$ cat src/rtl/pkss_pkg.sv
// Shared types, record layout and sort key for the priority key sorter.
// No dependencies; used by the datapath, controller and top level.
`timescale 1ns / 1ps

package pkss_pkg;

    localparam int REC_W   = 26;
    localparam int TDATA_W = 32;
    localparam int RANK_W  = 10;

    // packed record: tag[15:0], pct[22:16], has_context[23], state[25:24]
    typedef logic [REC_W-1:0] rec_t;

    typedef struct packed {
        logic load;       // take the incoming request into the work register
        logic drop;       // store full: mark the set as overflowed
        logic shift;      // move the entry before the hole up by one
        logic place;      // write the new record into the hole
        logic emit_read;  // read the entry at the emit index
        logic emit_load;  // capture the read entry into the output register
        logic emit_next;  // advance the emit index
        logic finish;     // clear count, overflow flag and emit index
    } cmd_t;

    typedef struct packed {
        logic full;       // store holds the maximum number of records
        logic in_last;    // incoming request closes the set
        logic rec_last;   // record under insertion closes the set
        logic pos_zero;   // hole has reached the front of the store
        logic greater;    // entry before the hole ranks after the new record
        logic idx_last;   // emit index points at the final stored record
    } status_t;

    // Ascending rank: state, then context before none, then larger percent.
    function automatic logic [RANK_W-1:0] rank_of(input rec_t rec);
        rank_of = {rec[25:24], ~rec[23], ~rec[22:16]};
    endfunction

endpackage

$ cat src/rtl/pkss_ram.sv
// Generic single-write, single-read RAM with registered read data.
// No dependencies.
`timescale 1ns / 1ps

module pkss_ram #(
    parameter int WIDTH = 26,
    parameter int DEPTH = 32
) (
    input  logic                     clk,
    input  logic                     we,
    input  logic [$clog2(DEPTH)-1:0] waddr,
    input  logic [WIDTH-1:0]         wdata,
    input  logic                     re,
    input  logic [$clog2(DEPTH)-1:0] raddr,
    output logic [WIDTH-1:0]         rdata
);

    logic [WIDTH-1:0] mem [DEPTH];
    logic [WIDTH-1:0] rdata_reg;

    always_ff @(posedge clk)
    begin
        if (we)
        begin
            mem[waddr] <= wdata;
        end
        // hold the last read word when no read is issued
        if (re)
        begin
            rdata_reg <= mem[raddr];
        end
    end

    assign rdata = rdata_reg;

endmodule

$ cat src/rtl/pkss_datapath.sv
// Datapath: record store, insertion hole pointer, count, emit index and
// output register. Depends on pkss_pkg and pkss_ram.
`timescale 1ns / 1ps

module pkss_datapath #(
    parameter int MAX_RECORDS = 32
) (
    input  logic                            clk,
    input  logic                            rst_n,
    input  pkss_pkg::cmd_t                  cmd,
    output pkss_pkg::status_t               status,
    input  logic [pkss_pkg::TDATA_W-1:0]    in_data,
    input  logic                            in_last,
    output logic [pkss_pkg::TDATA_W-1:0]    out_data,
    output logic                            out_last,
    output logic                            out_overflow
);

    localparam int CNT_W = $clog2(MAX_RECORDS + 1);
    localparam int IDX_W = $clog2(MAX_RECORDS);

    pkss_pkg::rec_t     rec_reg;
    logic               rec_last_reg;
    logic [CNT_W-1:0]   pos_reg, pos_next;
    logic [CNT_W-1:0]   count_reg, count_next;
    logic               dropped_reg, dropped_next;
    logic [IDX_W-1:0]   emit_idx_reg, emit_idx_next;
    pkss_pkg::rec_t     out_rec_reg;
    logic               out_last_reg;
    logic               out_ovf_reg;

    pkss_pkg::rec_t     in_rec;
    pkss_pkg::rec_t     rd_data;
    pkss_pkg::rec_t     wr_data;
    logic               wr_en;
    logic               rd_en;
    logic [IDX_W-1:0]   rd_addr;
    logic [CNT_W-1:0]   count_m1;
    logic [CNT_W-1:0]   pos_m2;
    logic               full;

    // tdata: state[1:0], has_context[2], pct[9:3], tag[25:10]
    assign in_rec = {in_data[1:0], in_data[2], in_data[9:3], in_data[25:10]};

    assign full     = (count_reg == CNT_W'(MAX_RECORDS));
    assign count_m1 = count_reg - CNT_W'(1);
    assign pos_m2   = pos_reg - CNT_W'(2);

    assign status.full     = full;
    assign status.in_last  = in_last;
    assign status.rec_last = rec_last_reg;
    assign status.pos_zero = (pos_reg == '0);
    assign status.greater  = (pkss_pkg::rank_of(rd_data) > pkss_pkg::rank_of(rec_reg));
    assign status.idx_last = ((CNT_W'(emit_idx_reg) + CNT_W'(1)) == count_reg);

    // write side: a shift copies the entry before the hole, a place drops in
    // the new record
    assign wr_en   = cmd.shift | cmd.place;
    assign wr_data = cmd.shift ? rd_data : rec_reg;

    always_comb
    begin
        rd_en   = 1'b0;
        rd_addr = emit_idx_reg;
        if (cmd.load)
        begin
            rd_en   = !full && (count_reg != '0);
            rd_addr = count_m1[IDX_W-1:0];
        end
        else if (cmd.shift)
        begin
            rd_en   = (pos_reg >= CNT_W'(2));
            rd_addr = pos_m2[IDX_W-1:0];
        end
        else if (cmd.emit_read)
        begin
            rd_en   = 1'b1;
            rd_addr = emit_idx_reg;
        end
    end

    pkss_ram #(
        .WIDTH (pkss_pkg::REC_W),
        .DEPTH (MAX_RECORDS)
    ) u_store (
        .clk   (clk),
        .we    (wr_en),
        .waddr (pos_reg[IDX_W-1:0]),
        .wdata (wr_data),
        .re    (rd_en),
        .raddr (rd_addr),
        .rdata (rd_data)
    );

    always_comb
    begin
        pos_next      = pos_reg;
        count_next    = count_reg;
        dropped_next  = dropped_reg;
        emit_idx_next = emit_idx_reg;
        if (cmd.load)
        begin
            pos_next = count_reg;
        end
        if (cmd.shift)
        begin
            pos_next = pos_reg - CNT_W'(1);
        end
        if (cmd.drop)
        begin
            dropped_next = 1'b1;
        end
        if (cmd.place)
        begin
            count_next = count_reg + CNT_W'(1);
        end
        if (cmd.emit_next)
        begin
            emit_idx_next = emit_idx_reg + IDX_W'(1);
        end
        if (cmd.finish)
        begin
            count_next    = '0;
            dropped_next  = 1'b0;
            emit_idx_next = '0;
        end
    end

    always_ff @(posedge clk or negedge rst_n)
    begin
        if (!rst_n)
        begin
            pos_reg      <= '0;
            count_reg    <= '0;
            dropped_reg  <= 1'b0;
            emit_idx_reg <= '0;
        end
        else
        begin
            pos_reg      <= pos_next;
            count_reg    <= count_next;
            dropped_reg  <= dropped_next;
            emit_idx_reg <= emit_idx_next;
        end
    end

    always_ff @(posedge clk)
    begin
        if (cmd.load)
        begin
            rec_reg      <= in_rec;
            rec_last_reg <= in_last;
        end
        if (cmd.emit_load)
        begin
            out_rec_reg  <= rd_data;
            out_last_reg <= status.idx_last;
            out_ovf_reg  <= dropped_reg;
        end
    end

    assign out_data = {{(pkss_pkg::TDATA_W - pkss_pkg::REC_W){1'b0}},
                       out_rec_reg[15:0], out_rec_reg[22:16],
                       out_rec_reg[23], out_rec_reg[25:24]};
    assign out_last     = out_last_reg;
    assign out_overflow = out_ovf_reg;

endmodule

$ cat src/rtl/pkss_ctrl.sv
// Controller: sequences loading, insertion walk and emission of the sorted set.
// Depends on pkss_pkg.
`timescale 1ns / 1ps

module pkss_ctrl (
    input  logic                clk,
    input  logic                rst_n,
    input  logic                in_valid,
    output logic                in_ready,
    output logic                out_valid,
    input  logic                out_ready,
    input  pkss_pkg::status_t   status,
    output pkss_pkg::cmd_t      cmd
);

    localparam logic [1:0] ST_IDLE    = 2'd0;
    localparam logic [1:0] ST_SCAN    = 2'd1;
    localparam logic [1:0] ST_EMIT_RD = 2'd2;
    localparam logic [1:0] ST_EMIT_LD = 2'd3;

    logic [1:0] state_reg, state_next;
    logic       out_valid_reg, out_valid_next;

    assign in_ready  = (state_reg == ST_IDLE);
    assign out_valid = out_valid_reg;

    always_comb
    begin
        state_next = state_reg;
        cmd        = '0;
        case (state_reg)
            ST_IDLE:
            begin
                if (in_valid)
                begin
                    cmd.load = 1'b1;
                    if (status.full)
                    begin
                        cmd.drop = 1'b1;
                        if (status.in_last)
                        begin
                            state_next = ST_EMIT_RD;
                        end
                    end
                    else
                    begin
                        state_next = ST_SCAN;
                    end
                end
            end
            ST_SCAN:
            begin
                // walk down while the stored entry ranks strictly after the new one
                if (status.pos_zero || !status.greater)
                begin
                    cmd.place  = 1'b1;
                    state_next = status.rec_last ? ST_EMIT_RD : ST_IDLE;
                end
                else
                begin
                    cmd.shift = 1'b1;
                end
            end
            ST_EMIT_RD:
            begin
                cmd.emit_read = 1'b1;
                state_next    = ST_EMIT_LD;
            end
            ST_EMIT_LD:
            begin
                if (!out_valid_reg || out_ready)
                begin
                    cmd.emit_load = 1'b1;
                    if (status.idx_last)
                    begin
                        cmd.finish = 1'b1;
                        state_next = ST_IDLE;
                    end
                    else
                    begin
                        cmd.emit_next = 1'b1;
                        state_next    = ST_EMIT_RD;
                    end
                end
            end
            default:
            begin
                state_next = ST_IDLE;
            end
        endcase
    end

    always_comb
    begin
        out_valid_next = out_valid_reg;
        if (cmd.emit_load)
        begin
            out_valid_next = 1'b1;
        end
        else if (out_ready)
        begin
            out_valid_next = 1'b0;
        end
    end

    always_ff @(posedge clk or negedge rst_n)
    begin
        if (!rst_n)
        begin
            state_reg     <= ST_IDLE;
            out_valid_reg <= 1'b0;
        end
        else
        begin
            state_reg     <= state_next;
            out_valid_reg <= out_valid_next;
        end
    end

endmodule

$ cat src/rtl/priority_key_stable_sorter_top.sv
// Channel  Dir  Signals                         Meaning
// s        in   s_tvalid s_tready s_tdata s_tlast  one record request, tlast closes the set
// m        out  m_tvalid m_tready m_tdata m_tlast  sorted records, tlast on final one
//                  m_tuser                         overflow flag of the run
//
// A record inserted into the store is accepted, then walks down with one RAM
// read-compare-write step per entry walked, and is then placed in the hole.
// Emission reads each record from the RAM, then loads it into the output register;
// the output register lets the next set load while the last result waits.
// Asynchronous active-low reset clears count, overflow flag and control; the
// store needs no clearing. m_tready low holds a pending result and emission.
// Depends on pkss_pkg, pkss_ctrl, pkss_datapath.
`timescale 1ns / 1ps

module priority_key_stable_sorter_top #(
    parameter int MAX_RECORDS = 32
) (
    input  logic                          clk,
    input  logic                          rst_n,
    input  logic                          s_tvalid,
    output logic                          s_tready,
    // agent_state[1:0], has_context[2], context_pct[9:3], agent_tag[25:10], zero[31:26]
    input  logic [pkss_pkg::TDATA_W-1:0]  s_tdata,
    input  logic                          s_tlast,
    output logic                          m_tvalid,
    input  logic                          m_tready,
    // out_state[1:0], out_has_context[2], out_context_pct[9:3], out_tag[25:10], zero[31:26]
    output logic [pkss_pkg::TDATA_W-1:0]  m_tdata,
    output logic                          m_tlast,
    // overflow[0]
    output logic                          m_tuser
);

    pkss_pkg::cmd_t    cmd;
    pkss_pkg::status_t status;

    pkss_ctrl u_ctrl (
        .clk       (clk),
        .rst_n     (rst_n),
        .in_valid  (s_tvalid),
        .in_ready  (s_tready),
        .out_valid (m_tvalid),
        .out_ready (m_tready),
        .status    (status),
        .cmd       (cmd)
    );

    pkss_datapath #(
        .MAX_RECORDS (MAX_RECORDS)
    ) u_datapath (
        .clk          (clk),
        .rst_n        (rst_n),
        .cmd          (cmd),
        .status       (status),
        .in_data      (s_tdata),
        .in_last      (s_tlast),
        .out_data     (m_tdata),
        .out_last     (m_tlast),
        .out_overflow (m_tuser)
    );

endmodule

$ cat config.mk
export PLATFORM = sky130hd
export DESIGN_NAME = priority_key_stable_sorter_top
export DESIGN_NICKNAME = d
export VERILOG_FILES = /design/src/rtl/pkss_pkg.sv /design/src/rtl/pkss_ram.sv /design/src/rtl/pkss_datapath.sv /design/src/rtl/pkss_ctrl.sv /design/src/rtl/priority_key_stable_sorter_top.sv
export SDC_FILE = /design/constraint.sdc
export NUM_CORES = 1
export LEC_CHECK = 0
export BUFFER_PORTS_ARGS = -buffer_cell sky130_fd_sc_hd__clkbuf_2
export CELL_PAD_IN_SITES_DETAIL_PLACEMENT = 1
export CELL_PAD_IN_SITES_GLOBAL_PLACEMENT = 2
export CORE_ASPECT_RATIO = 1.5
export CORE_UTILIZATION = 48
export CTS_CLUSTER_SIZE = 25
export DETAILED_ROUTE_END_ITERATION = 6
export GPL_ROUTABILITY_DRIVEN = 1
export PLACE_DENSITY_LB_ADDON = 0.08
export SLEW_MARGIN = 20
export SYNTH_ARGS = -nofsm -noshare
export SYNTH_HDL_FRONTEND = slang
export SYNTH_HIERARCHICAL = 1
export SYNTH_SLANG_ARGS = --single-unit
export TNS_END_PERCENT = 5
$ cat constraint.sdc
create_clock -name clk -period 5.8 [get_ports clk]
set_clock_uncertainty 0.15 [all_clocks]
set_input_delay 0.87 -clock clk [delete_from_list [all_inputs] [get_ports clk]]
set_output_delay 0.87 -clock clk [all_outputs]
set_load 0.05 [all_outputs]
==> impl_metrics.env <==
export IMPL_leakagePower_uw=0.0146
export IMPL_dieHeight_um=342
export IMPL_largest_register="u_datapath/u_store/mem"
export IMPL_antenna_found_initial=1
export IMPL_drc=0
export IMPL_grt_first_pass_wirelength_mm=135
export IMPL_die_width_um=229
export IMPL_drv_cap=0
export IMPL_slowest_delay_ps=620
export IMPL_synthDistinctLibCells=50
export IMPL_netlist_area_um2=37100
export IMPL_ys_async_sr_fraction_pct=2.25
export IMPL_intPower_uw=13800
export IMPL_gp_congestion=0.759
export IMPL_numPortBuffers=60
export IMPL_ys_ff_latch=934
export IMPL_dpl_hpwl_mm=52.2
export IMPL_routed_wl_mm=92.1
export IMPL_final_cells=3359
export IMPL_combPwrFrac_pct=34.2
export IMPL_worstPathArrival_ps=5190
export IMPL_synth_top_flop_cell="edfxtp_1"
export IMPL_grt_pass1_vias=21063
export IMPL_clkSlewWorstSetupHoldPaths_ps=70
export IMPL_grt_max_degree=94
export IMPL_synth_area_per_cell_um2=17.1
export IMPL_dp_cells=3194
export IMPL_ant_nets=0
export IMPL_avgRoutedWirePerCell_um=27.4
export IMPL_startpoint_type="register"
export IMPL_htreeDepth=3
export IMPL_post_route_period_util_pct=86.2
export IMPL_layout_commonest_cell="edfxtp_1"
export IMPL_post_cts_buffers=0
export IMPL_drt_iter0_markers=1418
export IMPL_period_needed_ps=5000
export IMPL_path_cells="ha_1, nand4_1, nor3_1, o41a_1, nand2b_1, nor2_4, o21ai_0, mux2i_1, nor2b_4, buf_12, a22o_1, nor3_1, a31oi_1, nand3_1"
export IMPL_critPathRequiredTime_ps=5990
export IMPL_fin_setup_tns_ps=0
export IMPL_fin_nets=2333
export IMPL_drive_gt1_share_pct=14.7
export IMPL_rrSetupSlack_ps=800
export IMPL_fin_area_um2=41800
export IMPL_clkLatencyLatePin_ps=660
export IMPL_synthCells=2166
export IMPL_design_portCount=73
export IMPL_die_area_um2=78300
export IMPL_layout_common_cells="913 x edfxtp_1, 421 x mux2i_1, 94 x nand2_1"
export IMPL_p_per_area_nw_per_um2=509
export IMPL_hold_path_class="in2async"
export IMPL_cts_sinks=934
export IMPL_cts_resized=0
export IMPL_crit_buf_inv=1
export IMPL_place_area_um2=39000
export IMPL_crit_top_cell="nor3_1"
export IMPL_largest_reg_flops=832
export IMPL_firstDrtPassIters=5
export IMPL_core_um2=76300
export IMPL_n_fill_cell=6963
export IMPL_clock_power_share_pct=26.3
export IMPL_cp_end_kind="register"
export IMPL_synth_edff_count=913
export IMPL_via_count=19491
export IMPL_setup_viol=0
export IMPL_crit_family="simple AND/OR/NAND/NOR gates"
export IMPL_area_growth_pct=12.8
export IMPL_rsz0062_at_grt="no"
export IMPL_finalPower_uw=21300
export IMPL_power_switching_uw=7510
export IMPL_seq_power_share_pct=39.5
export IMPL_fmax_ghz=0.200
export IMPL_relSlewSlack_pct=36.4
export IMPL_ir_drop_uv=466
export IMPL_cp_slowest_cell="mux2i_1"
export IMPL_grt_overflow_total=0
export IMPL_timing_hold_violations_final=0
export IMPL_globalRouteTotalUtil_pct=23.6
export IMPL_initial_core_util_pct=48.5
export IMPL_slew_viol_final=0
export IMPL_p_sw_share_pct=35.3
export IMPL_worst_pin_slew_ps=951
export IMPL_status="finished clean"
export IMPL_vias_per_cell=5.80
export IMPL_yosysSeqAreaShare_pct=75.4
export IMPL_rows=124
export IMPL_cts_root_buffer="clkbuf_16"
export IMPL_cts_buffers=89
export IMPL_cts_tree="yes"
export IMPL_yosysWarnings=6
export IMPL_critPathMaxFanout=43
export IMPL_postCtsHoldBufs=0
export IMPL_clock_tree_buffer_depth=3
export IMPL_path_class="reg2reg"
==> power groups by stage <==
stage	clock network, uW	logic [uW]	registers [uW]
2_1_floorplan	0	4670	8760
3_3_place_gp	0	7120	8540
3_5_place_dp	0	7300	8560
4_1_cts	5690	7320	8420
5_1_grt	5920	7770	8450
6_report	5590	7280	8410
==> cells in the mapped netlist (6+ instances only) <==
cell type | n | share of area [%]
nor2_1 | 67 | 0.68
dfrtp_1 | 21 | 1.4
xor2_1 | 10 | 0.24
a31oi_1 | 28 | 0.47
buf_6 | 11 | 0.33
o21ai_0 | 8 | 0.11
mux2i_1 | 421 | 11
mux2_2 | 23 | 0.70
inv_1 | 18 | 0.18
nor3_1 | 30 | 0.41
a211oi_1 | 8 | 0.16
clkbuf_1 | 32 | 0.32
nand2b_1 | 6 | 0.10
xnor2_1 | 10 | 0.24
nand2_1 | 94 | 0.95
a22o_1 | 52 | 1.2
edfxtp_1 | 913 | 74
buf_4 | 46 | 0.93
nor2b_1 | 9 | 0.15
nand3b_1 | 6 | 0.12
nand3_1 | 84 | 1.1
a21oi_1 | 93 | 1.3
buf_1 | 9 | 0.091
buf_2 | 32 | 0.43
ha_1 | 18 | 0.61
a22oi_1 | 79 | 1.6
==> final cells by class <==
cell class,instances,area [um^2],area share (%)
Clock buffer,111,2360,5.65
Multi-Input combinational cell,1088,8600,20.6
Tap cell,1008,1260,3.02
Inverter,18,67.6,0.162
Antenna cell,2,5.00,0.0120
Timing Repair Buffer,147,1170,2.79
Clock inverter,51,392,0.937
Sequential cell,934,27900,66.9
==> final timing paths <==
| path | startpoint | depth (start not counted) | end |
|---|---|---|---|
| min in group clk | s_tdata[4] | 1 | u_datapath/rec_reg[17] |
| max in group asynchronous | rst_n | 1 | u_datapath/count_reg[1] |
| max reg2reg | u_datapath/rec_reg[21] | 14 | u_datapath/u_store/rdata[24] |
| max | u_datapath/rec_reg[21] | 14 | u_datapath/u_store/rdata[24] |
| min reg2reg | u_datapath/u_store/rdata[11] | 0 | u_datapath/out_rec_reg[11] |
| min | rst_n | 1 | u_datapath/pos_reg[5] |
==> routing by layer <==
| layer | vias up | track usage, % | part of all wire (%) |
|---|---|---|---|
| li1 | 8674 | - | - |
| met1 | 10265 | 29.2 | 41 |
| met2 | 394 | 42.3 | 52 |
| met3 | 158 | 2.79 | 3.9 |
| met4 | 0 | 9.14 | 3.0 |
| met5 | - | 0 | 0 |
==> through the flow <==
step | hold slack, ps | setup slack (ps) | util, %
detailed placement | 279 | 834 | 51.1
floorplan | 270 | 1310 | -
global placement | 280 | 930 | 51.1
finish | 42.6 | 798 | 54.8
global route | 76.2 | 606 | 54.7
CTS | 29.5 | 783 | 54.7
==> kinds of logic after synthesis <==
family,Yosys count,share of synthesized area (%)
AO/OA/AOI/OAI,278,5.06
XOR/XNOR,20,0.473
adder cells (fa/ha/maj),18,0.608
buffers and inverters,149,2.31
flip-flops,934,75.4
multiplexers,444,12.1
other,1,0.0101
AND/OR/NAND/NOR,322,4.05
Note: power is estimated with default switching activity, not from simulation.
